### src/mhpq_pkg.sv
// shared types, widths and codes of the max-heap priority queue
// no dependencies; imported by every module of the block
package mhpq_pkg;

  localparam int CAPACITY    = 256;
  localparam int KEY_W       = 32;
  localparam int ADDR_W      = $clog2(CAPACITY);
  localparam int CNT_W       = $clog2(CAPACITY + 1);
  localparam int ACT_W       = 2;
  localparam int STAT_W      = 2;
  localparam int OUT_TDATA_W = ((KEY_W + CNT_W + 7) / 8) * 8;

  // request actions
  localparam logic [ACT_W-1:0] ACT_INSERT = 2'd0;
  localparam logic [ACT_W-1:0] ACT_REMOVE = 2'd1;
  localparam logic [ACT_W-1:0] ACT_LOAD   = 2'd2;
  localparam logic [ACT_W-1:0] ACT_BUILD  = 2'd3;

  // result status codes
  localparam logic [STAT_W-1:0] ST_OK    = 2'd0;
  localparam logic [STAT_W-1:0] ST_EMPTY = 2'd1;
  localparam logic [STAT_W-1:0] ST_FULL  = 2'd2;

  // key store access: write and read request
  typedef struct packed {
    logic              wr_en;
    logic [ADDR_W-1:0] wr_addr;
    logic [KEY_W-1:0]  wr_data;
    logic [ADDR_W-1:0] rd_addr;
  } mem_req_t;

  // finished result offered by the sequencer
  typedef struct packed {
    logic              valid;
    logic [KEY_W-1:0]  removed_key;
    logic [STAT_W-1:0] status;
    logic [CNT_W-1:0]  element_count;
  } res_t;

endpackage

### src/mhpq_seq.sv
// heap sequencer: sift-up, sift-down and build over one shared signed comparator
// depends on mhpq_pkg; drives the key store through mem_req_t
module mhpq_seq (
  input  logic                        clk,
  input  logic                        rst_n,
  input  logic                        in_valid,
  input  logic [mhpq_pkg::ACT_W-1:0]  in_action,
  input  logic [mhpq_pkg::KEY_W-1:0]  in_key,
  output logic                        in_ready,
  output mhpq_pkg::mem_req_t          mem_req,
  input  logic [mhpq_pkg::KEY_W-1:0]  rd_data,
  output mhpq_pkg::res_t              res,
  input  logic                        res_take
);
  import mhpq_pkg::*;

  localparam int IDX_W = ADDR_W + 2;

  localparam logic [3:0] S_IDLE    = 4'd0;
  localparam logic [3:0] S_UP_RD   = 4'd1;
  localparam logic [3:0] S_UP_CMP  = 4'd2;
  localparam logic [3:0] S_RM_ROOT = 4'd3;
  localparam logic [3:0] S_LD_KEY  = 4'd4;
  localparam logic [3:0] S_DN_L    = 4'd5;
  localparam logic [3:0] S_DN_R    = 4'd6;
  localparam logic [3:0] S_DN_CMP  = 4'd7;
  localparam logic [3:0] S_DN_END  = 4'd8;
  localparam logic [3:0] S_DONE    = 4'd9;

  logic [3:0]        state_r, state_nxt;
  logic [CNT_W-1:0]  cnt_r, cnt_nxt;
  logic [CNT_W-1:0]  n_r, n_nxt;
  logic [ADDR_W-1:0] pos_r, pos_nxt;
  logic [ADDR_W-1:0] bidx_r, bidx_nxt;
  logic [ACT_W-1:0]  mode_r, mode_nxt;
  logic [KEY_W-1:0]  key_r, key_nxt;
  logic [KEY_W-1:0]  lval_r, lval_nxt;
  logic              lbig_r, lbig_nxt;
  logic              rok_r, rok_nxt;
  logic [KEY_W-1:0]  removed_r, removed_nxt;
  logic [STAT_W-1:0] status_r, status_nxt;

  logic [KEY_W-1:0]  cmp_a, cmp_b;
  logic              cmp_gt;
  logic [IDX_W-1:0]  lft, rgt, n_ext;
  logic [ADDR_W-1:0] parent;
  logic [KEY_W-1:0]  bigval;

  // child and parent indexes of the current position
  assign lft    = {1'b0, pos_r, 1'b1};
  assign rgt    = lft + IDX_W'(1);
  assign n_ext  = IDX_W'(n_r);
  assign parent = (pos_r - ADDR_W'(1)) >> 1;
  assign bigval = lbig_r ? lval_r : key_r;

  // shared signed comparator: a strictly greater than b
  assign cmp_gt = $signed(cmp_a) > $signed(cmp_b);

  always_comb begin
    cmp_a = rd_data;
    cmp_b = key_r;
    case (state_r)
      S_UP_CMP: begin
        cmp_a = key_r;
        cmp_b = rd_data;
      end
      S_DN_CMP: begin
        cmp_a = rd_data;
        cmp_b = bigval;
      end
      default: begin
        cmp_a = rd_data;
        cmp_b = key_r;
      end
    endcase
  end

  // sequencer
  always_comb begin
    state_nxt   = state_r;
    cnt_nxt     = cnt_r;
    n_nxt       = n_r;
    pos_nxt     = pos_r;
    bidx_nxt    = bidx_r;
    mode_nxt    = mode_r;
    key_nxt     = key_r;
    lval_nxt    = lval_r;
    lbig_nxt    = lbig_r;
    rok_nxt     = rok_r;
    removed_nxt = removed_r;
    status_nxt  = status_r;
    mem_req     = '0;

    case (state_r)
      S_IDLE: begin
        if (in_valid) begin
          mode_nxt    = in_action;
          key_nxt     = in_key;
          removed_nxt = '0;
          status_nxt  = ST_OK;
          state_nxt   = S_DONE;
          case (in_action)
            ACT_INSERT: begin
              if (cnt_r == CNT_W'(CAPACITY)) begin
                status_nxt = ST_FULL;
              end else begin
                pos_nxt   = cnt_r[ADDR_W-1:0];
                cnt_nxt   = cnt_r + CNT_W'(1);
                state_nxt = S_UP_RD;
              end
            end
            ACT_LOAD: begin
              if (cnt_r == CNT_W'(CAPACITY)) begin
                status_nxt = ST_FULL;
              end else begin
                mem_req.wr_en   = 1'b1;
                mem_req.wr_addr = cnt_r[ADDR_W-1:0];
                mem_req.wr_data = in_key;
                cnt_nxt         = cnt_r + CNT_W'(1);
              end
            end
            ACT_REMOVE: begin
              if (cnt_r == '0) begin
                status_nxt = ST_EMPTY;
              end else begin
                mem_req.rd_addr = '0;
                cnt_nxt         = cnt_r - CNT_W'(1);
                n_nxt           = cnt_r - CNT_W'(1);
                pos_nxt         = '0;
                state_nxt       = S_RM_ROOT;
              end
            end
            default: begin
              // build: heapify from the last parent down to the root
              if (cnt_r >= CNT_W'(2)) begin
                n_nxt           = cnt_r;
                bidx_nxt        = ADDR_W'((cnt_r >> 1) - CNT_W'(1));
                pos_nxt         = ADDR_W'((cnt_r >> 1) - CNT_W'(1));
                mem_req.rd_addr = ADDR_W'((cnt_r >> 1) - CNT_W'(1));
                state_nxt       = S_LD_KEY;
              end
            end
          endcase
        end
      end

      // sift-up: hole moves toward the root
      S_UP_RD: begin
        if (pos_r == '0) begin
          mem_req.wr_en   = 1'b1;
          mem_req.wr_addr = pos_r;
          mem_req.wr_data = key_r;
          state_nxt       = S_DONE;
        end else begin
          mem_req.rd_addr = parent;
          state_nxt       = S_UP_CMP;
        end
      end

      S_UP_CMP: begin
        mem_req.wr_en   = 1'b1;
        mem_req.wr_addr = pos_r;
        if (cmp_gt) begin
          mem_req.wr_data = rd_data;
          pos_nxt         = parent;
          state_nxt       = S_UP_RD;
        end else begin
          mem_req.wr_data = key_r;
          state_nxt       = S_DONE;
        end
      end

      // remove: root leaves, last key starts at the root
      S_RM_ROOT: begin
        removed_nxt     = rd_data;
        mem_req.rd_addr = n_r[ADDR_W-1:0];
        state_nxt       = S_LD_KEY;
      end

      S_LD_KEY: begin
        key_nxt   = rd_data;
        state_nxt = S_DN_L;
      end

      // sift-down: fetch left child or settle at a leaf
      S_DN_L: begin
        if (lft >= n_ext) begin
          mem_req.wr_en   = 1'b1;
          mem_req.wr_addr = pos_r;
          mem_req.wr_data = key_r;
          state_nxt       = S_DN_END;
        end else begin
          mem_req.rd_addr = lft[ADDR_W-1:0];
          state_nxt       = S_DN_R;
        end
      end

      S_DN_R: begin
        lval_nxt        = rd_data;
        lbig_nxt        = cmp_gt;
        rok_nxt         = rgt < n_ext;
        mem_req.rd_addr = rgt[ADDR_W-1:0];
        state_nxt       = S_DN_CMP;
      end

      S_DN_CMP: begin
        mem_req.wr_en   = 1'b1;
        mem_req.wr_addr = pos_r;
        if (rok_r && cmp_gt) begin
          mem_req.wr_data = rd_data;
          pos_nxt         = rgt[ADDR_W-1:0];
          state_nxt       = S_DN_L;
        end else if (lbig_r) begin
          mem_req.wr_data = lval_r;
          pos_nxt         = lft[ADDR_W-1:0];
          state_nxt       = S_DN_L;
        end else begin
          mem_req.wr_data = key_r;
          state_nxt       = S_DN_END;
        end
      end

      // next build index or finish
      S_DN_END: begin
        if (mode_r == ACT_BUILD && bidx_r != '0) begin
          bidx_nxt        = bidx_r - ADDR_W'(1);
          pos_nxt         = bidx_r - ADDR_W'(1);
          mem_req.rd_addr = bidx_r - ADDR_W'(1);
          state_nxt       = S_LD_KEY;
        end else begin
          state_nxt = S_DONE;
        end
      end

      S_DONE: begin
        if (res_take) begin
          state_nxt = S_IDLE;
        end
      end

      default: begin
        state_nxt = S_IDLE;
      end
    endcase
  end

  // control state
  always_ff @(posedge clk) begin
    if (!rst_n) begin
      state_r <= S_IDLE;
      cnt_r   <= '0;
    end else begin
      state_r <= state_nxt;
      cnt_r   <= cnt_nxt;
    end
  end

  // working registers
  always_ff @(posedge clk) begin
    n_r       <= n_nxt;
    pos_r     <= pos_nxt;
    bidx_r    <= bidx_nxt;
    mode_r    <= mode_nxt;
    key_r     <= key_nxt;
    lval_r    <= lval_nxt;
    lbig_r    <= lbig_nxt;
    rok_r     <= rok_nxt;
    removed_r <= removed_nxt;
    status_r  <= status_nxt;
  end

  assign in_ready          = (state_r == S_IDLE);
  assign res.valid         = (state_r == S_DONE);
  assign res.removed_key   = removed_r;
  assign res.status        = status_r;
  assign res.element_count = cnt_r;

endmodule

### config.mk
export PLATFORM = sky130hd
export DESIGN_NAME = mhpq_seq
export DESIGN_NICKNAME = d
export VERILOG_FILES = /design/src/mhpq_pkg.sv /design/src/mhpq_seq.sv
export SDC_FILE = /design/constraint.sdc
export NUM_CORES = 1
export LEC_CHECK = 0
export BUFFER_PORTS_ARGS = -buffer_cell sky130_fd_sc_hd__buf_2
export CORE_ASPECT_RATIO = 1.75
export CORE_MARGIN = 2
export CORE_UTILIZATION = 52
export DETAILED_ROUTE_END_ITERATION = 7
export PLACE_DENSITY_LB_ADDON = 0.15
export SYNTH_ARGS = -nofsm -noshare
export SYNTH_HDL_FRONTEND = slang
export SYNTH_SLANG_ARGS = --single-unit
### constraint.sdc
create_clock -name clk -period 4.05 [get_ports clk]
set_input_delay 0.405 -clock clk [delete_from_list [all_inputs] [get_ports clk]]
set_output_delay 0.405 -clock clk [all_outputs]
set_load 0.02 [all_outputs]
After elaboration in Yosys (flattened, before gate mapping) --
Index checks and enable logic that the tools add are counted.
Storage, ports and cells: register bits 140, bits in latches 0, RAM bits 0, memory bits (read-only) 0, bits of input ports 70, output and inout bits 94, logic and storage cells 127, memories kept 0
Cells by class: $add $sub $neg 6, $mul 0, div/mod/pow operators 0, magnitude comparators 4, eq/ne operators 26, shifts and indexed selects 0, muxes and demuxes 55, bitwise gates (word level) 1, reduce and logical (&&, ||, !) cells 23
Operators by type and width (count):
- 41-bit one-hot mux with 5 select lines | 1
- 32-bit two-way mux | 6
- 32-bit one-hot mux with 2 select lines | 3
- 41-bit two-way mux | 4
- 8-bit two-way mux | 14
- 49-bit two-way mux | 1
- 8-bit one-hot mux with 6 select lines | 1
- 4-bit two-way mux | 11
- 4-bit one-hot mux with 10 select lines | 1
- 9-bit one-hot mux with 2 select lines | 2
- 32-bit > comparator | 1
- 8-bit one-hot mux with 4 select lines | 1
- 9-bit two-way mux | 3
- 8-bit one-hot mux with 3 select lines | 1
- 8-bit by 1-bit subtractor with 8-bit output, second input constant | 3
- 4-bit by 3-bit == test with 1-bit output, second input constant | 4
- 8-bit one-hot mux with 2 select lines | 1
- 5-bit AND reduction | 3
- 2-bit != test, second input constant | 7
- 4-bit one-hot mux with 3 select lines | 1
- 9-bit by 1-bit adder with 10-bit output, second input constant | 1
- 10-bit by 9-bit less-than comparator with 1-bit output | 1
- 2-bit nonzero test | 5
- 9-bit by 1-bit adder with 9-bit output, second input constant | 1
- other kinds (28) | 38

Longest topological paths before layout --
depth in word-level cells 6, depth in mapped cells 20, depth with buffers taken out 15

Least setup slack after synthesis --
OpenSTA, ideal clock, no wires.
path type register to output, from register state_r[0], to output port mem_req[10] (netlist bit), arrival time 3.963 ns, data required time 3.645 ns, setup slack -0.318 ns, cell stages (with the launch flop) 19, buffers on the path 5, cells stage by stage dfxtp_1 -> buf_2 -> nor2b_1 -> clkbuf_1 -> nand3_1 -> nor2_1 -> clkbuf_1 -> a22o_1 -> a21oi_1 -> ha_1 -> nand4_2 -> nor4_2 -> a21boi_2 -> o31ai_2 -> a21o_1 -> buf_6 -> a311o_4 -> buf_6 -> a221o_1
RTL lines:
- from (decl) | line mhpq_seq.sv:30 | logic [3:0] state_r, state_nxt;
- from (signal assigned) | line mhpq_seq.sv:253 | state_r <= state_nxt;
- to (decl) | line mhpq_seq.sv:10 | output mhpq_pkg::mem_req_t mem_req,

==> flow_summary.json <==
{
  "syn_inst": 961,
  "ys_seq_area_frac": 0.4259,
  "final-instance-count-excl-fill": 1390,
  "synth_cell_type_count": 64,
  "synth_ff_type": "edfxtp_1",
  "switching_power_w": 0.003433,
  "ios": 164,
  "clockBufferDepth": 2,
  "grt_max_degree": 38,
  "dpl.hpwl_mm": 22.28,
  "drc_errors": 0,
  "setup_slack_ps": -401.7,
  "slew_violations": 0,
  "fillerInstances": 1491,
  "outcome": "finished, violations left",
  "worst_pin_slew_ps": 954.2,
  "p_int_w": 0.004726,
  "most-common-layout-cells": "buf_2, nand2_1, edfxtp_1, a22o_1, a21oi_1",
  "setup_viol": 32,
  "synth_seq_cells": 140,
  "p_seq_frac": 0.288,
  "clk_latency_ps": 430,
  "grtUsageTotal": 0.3181,
  "regArea_sq_um": 4079,
  "drt_first_iter_violations": 618,
  "grt_overflow_total": 0,
  "holdBufCountCts": 0,
  "antennaDiodeCount": 0,
  "netlist_area_sq_um": 9565,
  "hold_class": "input port to flip-flop",
  "yosys.area.top_type": "edfxtp_1",
  "cts.sinks": 140,
  "p_sw_frac": 0.4208,
  "cts-root-buf": "clkbuf_16",
  "synth_edf_count": 127,
  "p_per_area_nw_per_um2": 684.7,
  "relSlewSlack": 0.3604,
  "die_w_um": 106.5,
  "start_util": 0.5298,
  "place_ws_ps": 33.93,
  "die-area_sq_um": 19540,
  "p_comb_frac": 0.513,
  "fp-row-count": 65,
  "fin_crit_ps": 4452,
  "fmax_mhz": 224.6,
  "min_period_over_period": 1.099,
  "grt_pass1_wl_mm": 47.35,
  "setup_tns_ps": -12160,
  "antenna_found_initial": 0,
  "nets": 1272,
  "synth.avg_cell_area_sq_um": 9.954,
  "async_flop_share": 0,
  "cts_inserted_buffers": 17,
  "viasPerCell": 6.327,
  "die_h_um": 183.4,
  "yosysTopAreaCellShare": 0.3987,
  "vias": 8794,
  "h-tree-depth": 4,
  "whs_ps": 227.3,
  "portBuffers": 163,
  "p_leak_nw": 5.205,
  "yosysWarningCount": 0,
  "ir_drop_mv": 0.3269,
  "syn2layout_area_growth_pct": 24.57,
  "cp-end-kind": "primary output",
  "coreArea_sq_um": 18050,
  "drt-total-wl_mm": 31.37,
  "max_cap_violations": 0,
  "fin_skew_ps": 10.16,
  "dp_cells": 1344,
  "final_layout_size_suffix_gt1_frac": 0.2941,
  "crit_type": "flip-flop to primary output",
  "rsz0062_at_grt": "true",
  "first_global_vias": 8723,
  "firstDrtPassIters": 6,
  "wl_per_cell_um": 22.57,
  "ant_nets": 0,
  "crit_path_start_kind": "flip-flop",
  "crit_required_ps": 3640,
  "tritoncts": "yes",
  "yosys-top-cells-area": "edfxtp_1, ha_1, a22o_1, nand2_1, mux2_2",
  "violations": "negative setup slack",
  "layout_commonest_cell": "buf_2",
  "place_congestion": 0.9999,
  "multi_input_area_sq_um": 5180,
  "finalHoldViolCount": 0,
  "path_max_fanout": 23,
  "syn_nets": 1090,
  "worstPathArrival_ps": 4050,
  "clk_pin_slew_ps": 60,
  "pwr-share-clk": 0.200
}
-- sequential cells by signal, indices dropped and copies added (netlist names) --
register	count
removed_r	32
state_r	4
lbig_r	1
cnt_r	9
key_r	32
status_r	2
mode_r	2
bidx_r	8
rok_r	1
pos_r	8
n_r	9
lval_r	32
-- synth_stat cells, drive strengths merged (8+ instances only) --
cell    instances
and3           37
ha             59
nor2           46
a21oi          68
inv            26
a21o            8
dfxtp          13
edfxtp        127
xnor2          29
xor2           14
nand2         140
buf            15
nand3          18
a22o           72
clkbuf         56
o21ai          30
nor3            9
nand4          10
a221o          35
and2           11
mux2           33
-- per-layer routing --
| layer | up-vias | track usage | share of wire |
|---|---|---|---|
| met5 | - | 0 | 0 |
| met4 | 0 | 0.2151 | 0.070 |
| met3 | 110 | 0.04502 | 0.054 |
| met2 | 422 | 0.5869 | 0.54 |
| met1 | 4246 | 0.3274 | 0.34 |
| li1 | 4016 | - | - |
-- power by group through the flow --
stage | registers, W | logic (W) | clock network [W]
floorplan | 0.00244 | 0.00244 | 0
finish | 0.00235 | 0.00418 | 0.00163
CTS | 0.00234 | 0.00402 | 0.00164
detailed placement | 0.00236 | 0.00392 | 0
global route | 0.00238 | 0.00450 | 0.00170
global placement | 0.00235 | 0.00387 | 0
-- per-stage QoR --
stage               power, W    util  area [sq um]
floorplan           0.004886       -          9628
global placement    0.006226  0.6059         10940
detailed placement  0.006280  0.6059         10940
CTS                 0.008001  0.6473         11690
global route        0.008586  0.6599         11920
finish              0.008159  0.6599         11920
-- kinds of logic (layout without fill, tap and decap cells) --
logic type | after synthesis | after routing | share of synthesized area
AO/OA/AOI/OAI | 275 | 275 | 0.2148
XOR/XNOR | 43 | 43 | 0.03937
adder cells (fa/ha/maj) | 59 | 59 | 0.07717
buffers and inverters | 97 | 292 | 0.04264
flip-flops | 140 | 140 | 0.4259
multiplexers | 39 | 39 | 0.04513
AND/OR/NAND/NOR | 308 | 308 | 0.1550
-- worst paths after layout --
path | start | to | slack, ps | depth (start not counted)
worst max register to register | state_r[0] | pos_r[7] | 330 | 18
worst min register to register | cnt_r[8] | n_r[8] | 650 | 1
worst min-delay path | rd_data[16] | lval_r[16] | 230 | 1
worst max-delay path | state_r[0] | mem_req[38] | -400 | 17
-- area by class of cell --
type,instances,share of cell area
multi-input cells,724,0.4347
flip-flops and latches,140,0.3423
repair buffers,234,0.1383
clock buffers,19,0.03801
well taps,234,0.02457
clock inverters,13,0.01386
inverters,26,0.008191
-- critical path, stage by stage, from the launching register on --
cell and delay, ps:
dfxtp_2 350, nor2b_4 160, nand3_2 110, nor2_4 130
buf_12 150, buf_12 120, a22o_1 130, a21oi_1 40
ha_1 320, nand4_1 150, nor4_2 330, a21boi_2 250
o31ai_4 100, a21o_1 190, a311o_4 440, buf_12 170
a221o_1 300, buf_2 160
-- repair_timing --
| action | in CTS | in global routing |
|---|---|---|
| pin swaps | 4 | 12 |
| gates resized for setup | 12 | 23 |
| buffers inserted | 1 | 7 |
| endpoints found under the setup margin | 32 | 33 |
| gates cloned | 2 | 4 |
Power figures use the tool's default switching activity.
